<file path="src/rtl/suffix_array_bwt_builder_defines.svh">
// Assertion macros for the suffix array and BWT builder RTL.
`ifndef SUFFIX_ARRAY_BWT_BUILDER_DEFINES_SVH
`define SUFFIX_ARRAY_BWT_BUILDER_DEFINES_SVH

// Checks that the consequent holds in the same cycle as the antecedent.
`define SABB_ASSERT_NOW(lbl, ante, cons, msg) \
    lbl: assert property (@(posedge i_clk) disable iff (!i_rst_n) (ante) |-> (cons)) \
        else $error(msg);

// Checks that the consequent holds in the cycle after the antecedent.
`define SABB_ASSERT_NEXT(lbl, ante, cons, msg) \
    lbl: assert property (@(posedge i_clk) disable iff (!i_rst_n) (ante) |=> (cons)) \
        else $error(msg);

`endif

</file>
<file path="src/rtl/sabb_pkg.sv">
`default_nettype none

package sabb_pkg;

    localparam int MAX_LEN = 4096;
    localparam int AW      = 12;   // text position width
    localparam int NW      = 13;   // length, count and key width
    localparam int SYM_W   = 7;

    localparam logic [SYM_W-1:0] TERMINATOR = 7'd36;
    localparam logic [NW-1:0]    SYM_SPAN   = 13'd128;

    localparam logic OP_LOAD = 1'b0;
    localparam logic OP_READ = 1'b1;

    localparam logic [1:0] ST_LOADED = 2'd0;
    localparam logic [1:0] ST_BUILT  = 2'd1;
    localparam logic [1:0] ST_READ   = 2'd2;
    localparam logic [1:0] ST_ERROR  = 2'd3;

    typedef enum logic [25:0] {
        S_IDLE    = 26'b1 << 0,
        S_RD_T0   = 26'b1 << 1,
        S_RD_T1   = 26'b1 << 2,
        S_RD_T2   = 26'b1 << 3,
        S_TERM    = 26'b1 << 4,
        S_INIT_RD = 26'b1 << 5,
        S_INIT_WR = 26'b1 << 6,
        S_CLR     = 26'b1 << 7,
        S_CNT_SRC = 26'b1 << 8,
        S_CNT_KEY = 26'b1 << 9,
        S_CNT_BKT = 26'b1 << 10,
        S_CNT_WR  = 26'b1 << 11,
        S_PFX_RD  = 26'b1 << 12,
        S_PFX_WR  = 26'b1 << 13,
        S_SCT_SRC = 26'b1 << 14,
        S_SCT_KEY = 26'b1 << 15,
        S_SCT_BKT = 26'b1 << 16,
        S_SCT_WR  = 26'b1 << 17,
        S_REN_SRC = 26'b1 << 18,
        S_REN_R0  = 26'b1 << 19,
        S_REN_R1  = 26'b1 << 20,
        S_REN_WR  = 26'b1 << 21,
        S_CPY_RD  = 26'b1 << 22,
        S_CPY_WR  = 26'b1 << 23,
        S_FIN     = 26'b1 << 24,
        S_RESULT  = 26'b1 << 25
    } t_state;

    typedef struct packed {
        logic             operation;
        logic [SYM_W-1:0] symbol;
        logic             last;
        logic [AW-1:0]    rank;
    } t_in;

    typedef struct packed {
        logic [1:0]       status;
        logic [AW-1:0]    suffix_start;
        logic [SYM_W-1:0] first_symbol;
        logic [SYM_W-1:0] bwt_symbol;
        logic [NW-1:0]    text_length;
    } t_out;

    // Controller to datapath.
    typedef struct packed {
        t_state state;
        logic   accept;
        logic   pass_first;   // 0: sort by second key, 1: sort by first key
    } t_cmd;

    // Datapath to controller.
    typedef struct packed {
        logic read_ok;
        logic idx_last;
        logic clr_last;
        logic idx_zero;
        logic single;
        logic round_done;
        logic out_free;
    } t_stat;

endpackage

`default_nettype wire

</file>
<file path="src/rtl/sabb_ctrl.sv">
`default_nettype none

module sabb_ctrl
    import sabb_pkg::*;
(
    input  wire logic  i_clk,
    input  wire logic  i_rst_n,
    input  wire logic  i_in_valid,
    input  wire t_in   i_in_data,
    input  wire t_stat i_stat,
    output logic       o_in_stall,
    output t_cmd       o_cmd
);

`include "suffix_array_bwt_builder_defines.svh"

    t_state r_state, n_state;
    logic   r_pass, n_pass;
    logic   accept;

    assign accept     = (r_state == S_IDLE) && i_in_valid;
    assign o_in_stall = (r_state != S_IDLE);

    assign o_cmd.state      = r_state;
    assign o_cmd.accept     = accept;
    assign o_cmd.pass_first = r_pass;

    always_comb begin
        n_state = r_state;
        n_pass  = r_pass;
        case (r_state)
            S_IDLE: begin
                if (accept) begin
                    if (i_in_data.operation == OP_LOAD) begin
                        n_state = i_in_data.last ? S_TERM : S_RESULT;
                    end else begin
                        n_state = i_stat.read_ok ? S_RD_T0 : S_RESULT;
                    end
                end
            end
            S_RD_T0:   n_state = S_RD_T1;
            S_RD_T1:   n_state = S_RD_T2;
            S_RD_T2:   n_state = S_RESULT;
            S_TERM:    n_state = S_INIT_RD;
            S_INIT_RD: n_state = S_INIT_WR;
            S_INIT_WR: begin
                n_pass = 1'b0;
                if (i_stat.idx_last) begin
                    n_state = i_stat.single ? S_FIN : S_CLR;
                end else begin
                    n_state = S_INIT_RD;
                end
            end
            S_CLR:     n_state = i_stat.clr_last ? S_CNT_SRC : S_CLR;
            S_CNT_SRC: n_state = S_CNT_KEY;
            S_CNT_KEY: n_state = S_CNT_BKT;
            S_CNT_BKT: n_state = S_CNT_WR;
            S_CNT_WR:  n_state = i_stat.idx_last ? S_PFX_RD : S_CNT_SRC;
            S_PFX_RD:  n_state = S_PFX_WR;
            S_PFX_WR:  n_state = i_stat.clr_last ? S_SCT_SRC : S_PFX_RD;
            S_SCT_SRC: n_state = S_SCT_KEY;
            S_SCT_KEY: n_state = S_SCT_BKT;
            S_SCT_BKT: n_state = S_SCT_WR;
            S_SCT_WR: begin
                if (!i_stat.idx_zero) begin
                    n_state = S_SCT_SRC;
                end else if (!r_pass) begin
                    n_pass  = 1'b1;
                    n_state = S_CLR;
                end else begin
                    n_state = S_REN_SRC;
                end
            end
            S_REN_SRC: n_state = S_REN_R0;
            S_REN_R0:  n_state = S_REN_R1;
            S_REN_R1:  n_state = S_REN_WR;
            S_REN_WR:  n_state = i_stat.idx_last ? S_CPY_RD : S_REN_SRC;
            S_CPY_RD:  n_state = S_CPY_WR;
            S_CPY_WR: begin
                if (!i_stat.idx_last) begin
                    n_state = S_CPY_RD;
                end else if (i_stat.round_done) begin
                    n_state = S_FIN;
                end else begin
                    n_pass  = 1'b0;
                    n_state = S_CLR;
                end
            end
            S_FIN:     n_state = S_RESULT;
            S_RESULT:  n_state = i_stat.out_free ? S_IDLE : S_RESULT;
            default:   n_state = S_IDLE;
        endcase
    end

    always_ff @(posedge i_clk) begin
        if (!i_rst_n) begin
            r_state <= S_IDLE;
            r_pass  <= 1'b0;
        end else begin
            r_state <= n_state;
            r_pass  <= n_pass;
        end
    end

    `SABB_ASSERT_NEXT(a_last_builds,
        accept && (i_in_data.operation == OP_LOAD) && i_in_data.last,
        r_state == S_TERM, "last symbol did not start construction")
    `SABB_ASSERT_NEXT(a_result_leaves,
        (r_state == S_RESULT) && i_stat.out_free,
        r_state == S_IDLE, "result stage did not return to idle")
    `SABB_ASSERT_NOW(a_renumber_after_both,
        r_state == S_REN_SRC, r_pass, "renumbering began before the first-key sort")

endmodule

`default_nettype wire

</file>
<file path="config.mk">
export PLATFORM = sky130hd
export DESIGN_NAME = sabb_ctrl
export DESIGN_NICKNAME = d
export VERILOG_FILES = /design/src/rtl/sabb_pkg.sv /design/src/rtl/sabb_ctrl.sv
export VERILOG_INCLUDE_DIRS = /design/src /design/src/rtl
export SDC_FILE = /design/constraint.sdc
export NUM_CORES = 1
export LEC_CHECK = 0
export ABC_CLOCK_PERIOD_IN_PS = 2900
export BUFFER_PORTS_ARGS = -buffer_cell sky130_fd_sc_hd__clkbuf_2
export CORE_ASPECT_RATIO = 1.75
export CORE_MARGIN = 5
export CORE_UTILIZATION = 28
export DETAILED_ROUTE_END_ITERATION = 10
export GPL_ROUTABILITY_DRIVEN = 1
export SLEW_MARGIN = 10
export SYNTH_ARGS = -nofsm -noshare
export SYNTH_HDL_FRONTEND = slang
export SYNTH_SLANG_ARGS = --single-unit
</file>
<file path="constraint.sdc">
create_clock -name i_clk -period 2.9 [get_ports i_clk]
set_input_delay 0 -clock i_clk [delete_from_list [all_inputs] [get_ports i_clk]]
set_output_delay 0 -clock i_clk [all_outputs]
set_load 0.01 [all_outputs]
</file>
After elaboration in Yosys (flattened, before gate mapping)
Index checks and enable logic that the tools add are counted.
Widths: inputs -> output; s select.
Cells by class
  multiplexer cells: 20
  equal/unequal tests: 31
  reductions and logical operators: 4
Operators by type and width (number)
  $pmux 26 s25: 1
  $mux 26: 5
  $mux 25: 4
  $mux 19: 2
  $eq 26x1->1 const B: 1
  $eq 26x10->1 const B: 1
  $eq 26x11->1 const B: 1
  $eq 26x12->1 const B: 1
  $eq 26x13->1 const B: 1
  $eq 26x14->1 const B: 1
  $eq 26x15->1 const B: 1
  $eq 26x16->1 const B: 1
  $eq 26x17->1 const B: 1
  $eq 26x18->1 const B: 1
  $eq 26x19->1 const B: 1
  $eq 26x2->1 const B: 1
  $eq 26x20->1 const B: 1
  $eq 26x21->1 const B: 1
  $eq 26x22->1 const B: 1
  $eq 26x23->1 const B: 1
  $eq 26x24->1 const B: 1
  $eq 26x25->1 const B: 1
  $eq 26x26->1 const B: 1
  $eq 26x3->1 const B: 1
  18 further kinds: 23
Word-level totals
  flip-flop bits (word level): 27
  bits of input ports: 31
  output and inout port bits: 29
  logic and storage cells: 57

Depth between registers and ports, before layout
  depth in word-level cells: 4
  depth in mapped cells: 8
  depth with buffers taken out: 7

Least setup slack after synthesis
No wires, ideal clock.
  path type: reg-to-reg
  start point: register r_state[0]
  end point: register r_state[7]
  path buffers: 0
  cell stages (with the launch flop): 7
  path slack: 0.987 ns
  period minus slack after synthesis: 1.913 ns
  data required time: 2.785 ns
  arrival time: 1.798 ns
  library setup time: 0.115 ns
  path through: dfxtp_1 > or4b_2 > nor3_2 > inv_1 > o21ai_2 > a21oi_1 > o21a_1
On the way
  longest elaborated chain between the ends: 3
  elaborated cells between the ends (all ways): 30
  those cells by class: eq/ne: 27; mux: 1; reduce/logical: 2
Ends and longest elaborated chain
  start: declaration: line sabb_ctrl.sv:17  | t_state r_state, n_state;
  start signal: assignment: line sabb_ctrl.sv:100  | r_state <= n_state;
  $eq 26x25->1 (tied with other cells): line sabb_ctrl.sv:31  | case (r_state)
  $reduce_or 2->1 (no source line) / $logic_and 1x1->1 (equally long branches)
  $pmux 26 s25 / $ne 2x2->1 (equally long branches)
Several ways; a longest one is shown, not always the timed one.
A chain may end at the register's enable or synchronous reset.

Final worst setup path
  start point: register r_state[4]
  end point: register r_state[4]
Same word-level chain as after synthesis.

==> run summary <==
Number of remaining DRC errors - 0
Synth Register Bits - 27
Vertical extent of the die - 113 µm
Result of the run - complete, no violations
Classification of the worst-slack hold path - input port to flip-flop
Count of hold-fix buffers inserted at cts - 4
MaxCap Viol Count - 0
Number of nets still failing antenna checks after routing - 0
Via count - 1,626
Die footprint - 0.00774 mm²
Reg clk slew, reported paths - 100 ps
Number of global-route vias before repair - 1,596
Clock Root Buffer - clkbuf_8
Maximum number of pins on one net before global-route repair - 16
Timing-limited maximum frequency - 414 MHz
Detailed Routing Iterations Pass 1 - 4
Transition time at the pin with the least slew margin - 462 ps
Post-Synthesis Cell Area - 0.00169 mm²
Layout overhead on the synthesized area - 21.6%
Detailed Place HPWL - 3720 µm
Setup clock skew after layout - 1.50 ps
Initial Util - 28.7%
Most instantiated cells after synthesis - dfxtp_1 (27), nor2_1 (21), nand2_1 (14)
Number of antenna violations at the first check in global routing - 0
Fraction of layout cells with a size suffix above 1 - 28.6%
Die Wd - 68.7 µm
Number of gates resized after CTS - 0
Ratio of final minimum period to clock period - 83.3%
Cell leakage power - 0.804 nW
Wire length of the first global-routing pass - 7620 µm
Critical-path cell list - nor4_4 > nand4_2 > nor3_2 > and2_1 > nand2_1 > nor3_1 > dlygate4sd3_1
Critical-path cell with the highest stage delay - dlygate4sd3_1
Clock tree from TritonCTS - done
Kind of critical path - flip-flop to flip-flop
Area of the placeable core - 0.00588 mm²
Final Total Pwr - 811 µW
Post-DR vias/cell - 5.15
Number of setup violations in the final report - 0
Sequential share of the synthesized area - 32.0%
Number of antenna diodes - 0
Tot GR Track Use - 12.7%
Clock tree buffer depth - 2
Pwr per Cell Area - 395 mW/mm²
Insertion delay of the later-clocked pin in the worst-skew pair - 270 ps
Number of enable-type register cells in the synthesized netlist - 0
Avg Cell Area, Syn - 8.74 µm²
Final worst path period need - 2410 ps
Relative slew margins - 68.9%
Overflow after GRT - 0
Synth Flop Type - dfxtp_1
Average detailed-routed wire length per instance - 14.4 µm
First-iteration detailed-routing DRC count - 85
Seq. cell area - 541 µm²
Total clock buffers created by CTS - 3
Weighted congestion at the end of routability-driven global placement - 0.787
Number of levels the H-tree was split into - 1
TNS Setup - 0 ps
Max Fanout on Critical Path - 7
Largest stage delay on the critical path - 560 ps
IO Port Bufs - 40
Post-layout nets - 270
Clock tree sinks - 27
Max-slew violation total from the final report - 0
I/O pins - 60
Number of fillers in the final layout - 648
Number of standard cells after synthesis - 193
Ys async rst share - 0%
Setup fix buffers added after clock tree synthesis - 0
Crit path required time - 3130 ps
Count of synthesis-stage warnings from yosys - 0
Synth unique cells - 46
Highest ir drop seen on vdd - 0.210 mV
Most instantiated library cell after synthesis - dfxtp_1
Area fraction of the dominant cell type after synthesis - 32.0%
RSZ-0062 raised after global routing - false
Final number of hold-violating endpoints - 0
Category of the worst setup path launch point - flip-flop
Capturing element type of the critical path - flip-flop
Cell type with the highest aggregate area in the netlist - dfxtp_1
Final routed wirelength across all metal layers - 4560 µm
Data arrival time of the worst path - 2640 ps
Net count of the mapped netlist - 224
Number of standard-cell rows in the floorplan - 37
Area occupied by multi-input gates - 0.00107 mm²
Cells taking the most area after synthesis - dfxtp_1 (32%), nor4_4 (8.8%), nor2_1 (4.7%)
## placed cells by master (no fill, tap or decap), drive strengths merged, types with 2 or more instances in the layout
cell type,count
nand2,15
a21oi,9
nor4b,5
o211ai,3
nand3b,3
a2111oi,2
nor4,18
and3,2
or3,3
buf,2
nor3,12
dlygate4sd3,4
nor2,21
nand4,5
o21ai,7
a22oi,2
nand3,6
nand2b,11
dfxtp,27
or4b,4
o21a,2
xor2,6
inv,10
and2,2
clkbuf,43
## layer usage
layer	vias up	wire length, µm	track usage [%]
met5	-	0	0
met4	0	195	8.10
met3	15	199	1.50
met2	48	2440	22.1
met1	750	1730	13.8
li1	813	-	-
## stage by stage
stage / cells / setup WS [ps] / hold WS (ps) / instance area, µm² / utilization [%]
after floorplan: 193 / 987 / 76.8 / 1690 / -
after global placement: 308 / 744 / 203 / 1960 / 33.4
after detailed placement: 308 / 771 / 208 / 1960 / 33.4
after CTS: 316 / 463 / 40.1 / 2050 / 34.9
after global routing: 316 / 274 / 54.0 / 2050 / 34.9
final: 316 / 485 / 42.2 / 2050 / 34.9
## cell type report
| class | instances | share of cell area [%] |
|---|---|---|
| clock buffers | 3 | 2.01 |
| inverters | 10 | 1.83 |
| repair buffers | 46 | 12.4 |
| flip-flops and latches | 27 | 26.4 |
| clock inverters | 1 | 0.244 |
| well taps | 78 | 4.76 |
| multi-input cells | 151 | 52.3 |
## cell families (layout without fill, tap and decap cells)
kind of cell | after synthesis | after routing | share of synthesized area (%)
simple gates | 113 | 113 | 46.6
compound gates | 32 | 32 | 13.9
flops | 27 | 27 | 32.0
buf+inv | 15 | 60 | 4.30
xor+xnor | 6 | 6 | 3.12
## sequential cells by signal, summed over array words and instances, names as in the netlist
| register | flops |
|---|---|
| r_pass | 1 |
| r_state | 26 |
## worst paths after layout
check,start,slack [ps],endpoint,depth (start not counted)
max reg2reg,r_state[4],490,r_state[4],7
min,i_rst_n,40,r_state[12],2
min reg2reg,r_state[19],560,r_state[20],2
max,r_state[4],490,r_state[4],7
## critical path: cells and delay by family (launching register included)
family	cells	cell delay, ps
DFF	1	390
and+or+nand+nor	6	1420
buffers and inverters	1	560
## power breakdown
part           switching [mW]  internal (mW)  total [mW]
combinational           0.119         0.0794       0.198
clock                   0.124         0.0965       0.221
sequential             0.0141          0.378       0.392
total                   0.257          0.554       0.811
Note: power is estimated with default switching activity, not from simulation.
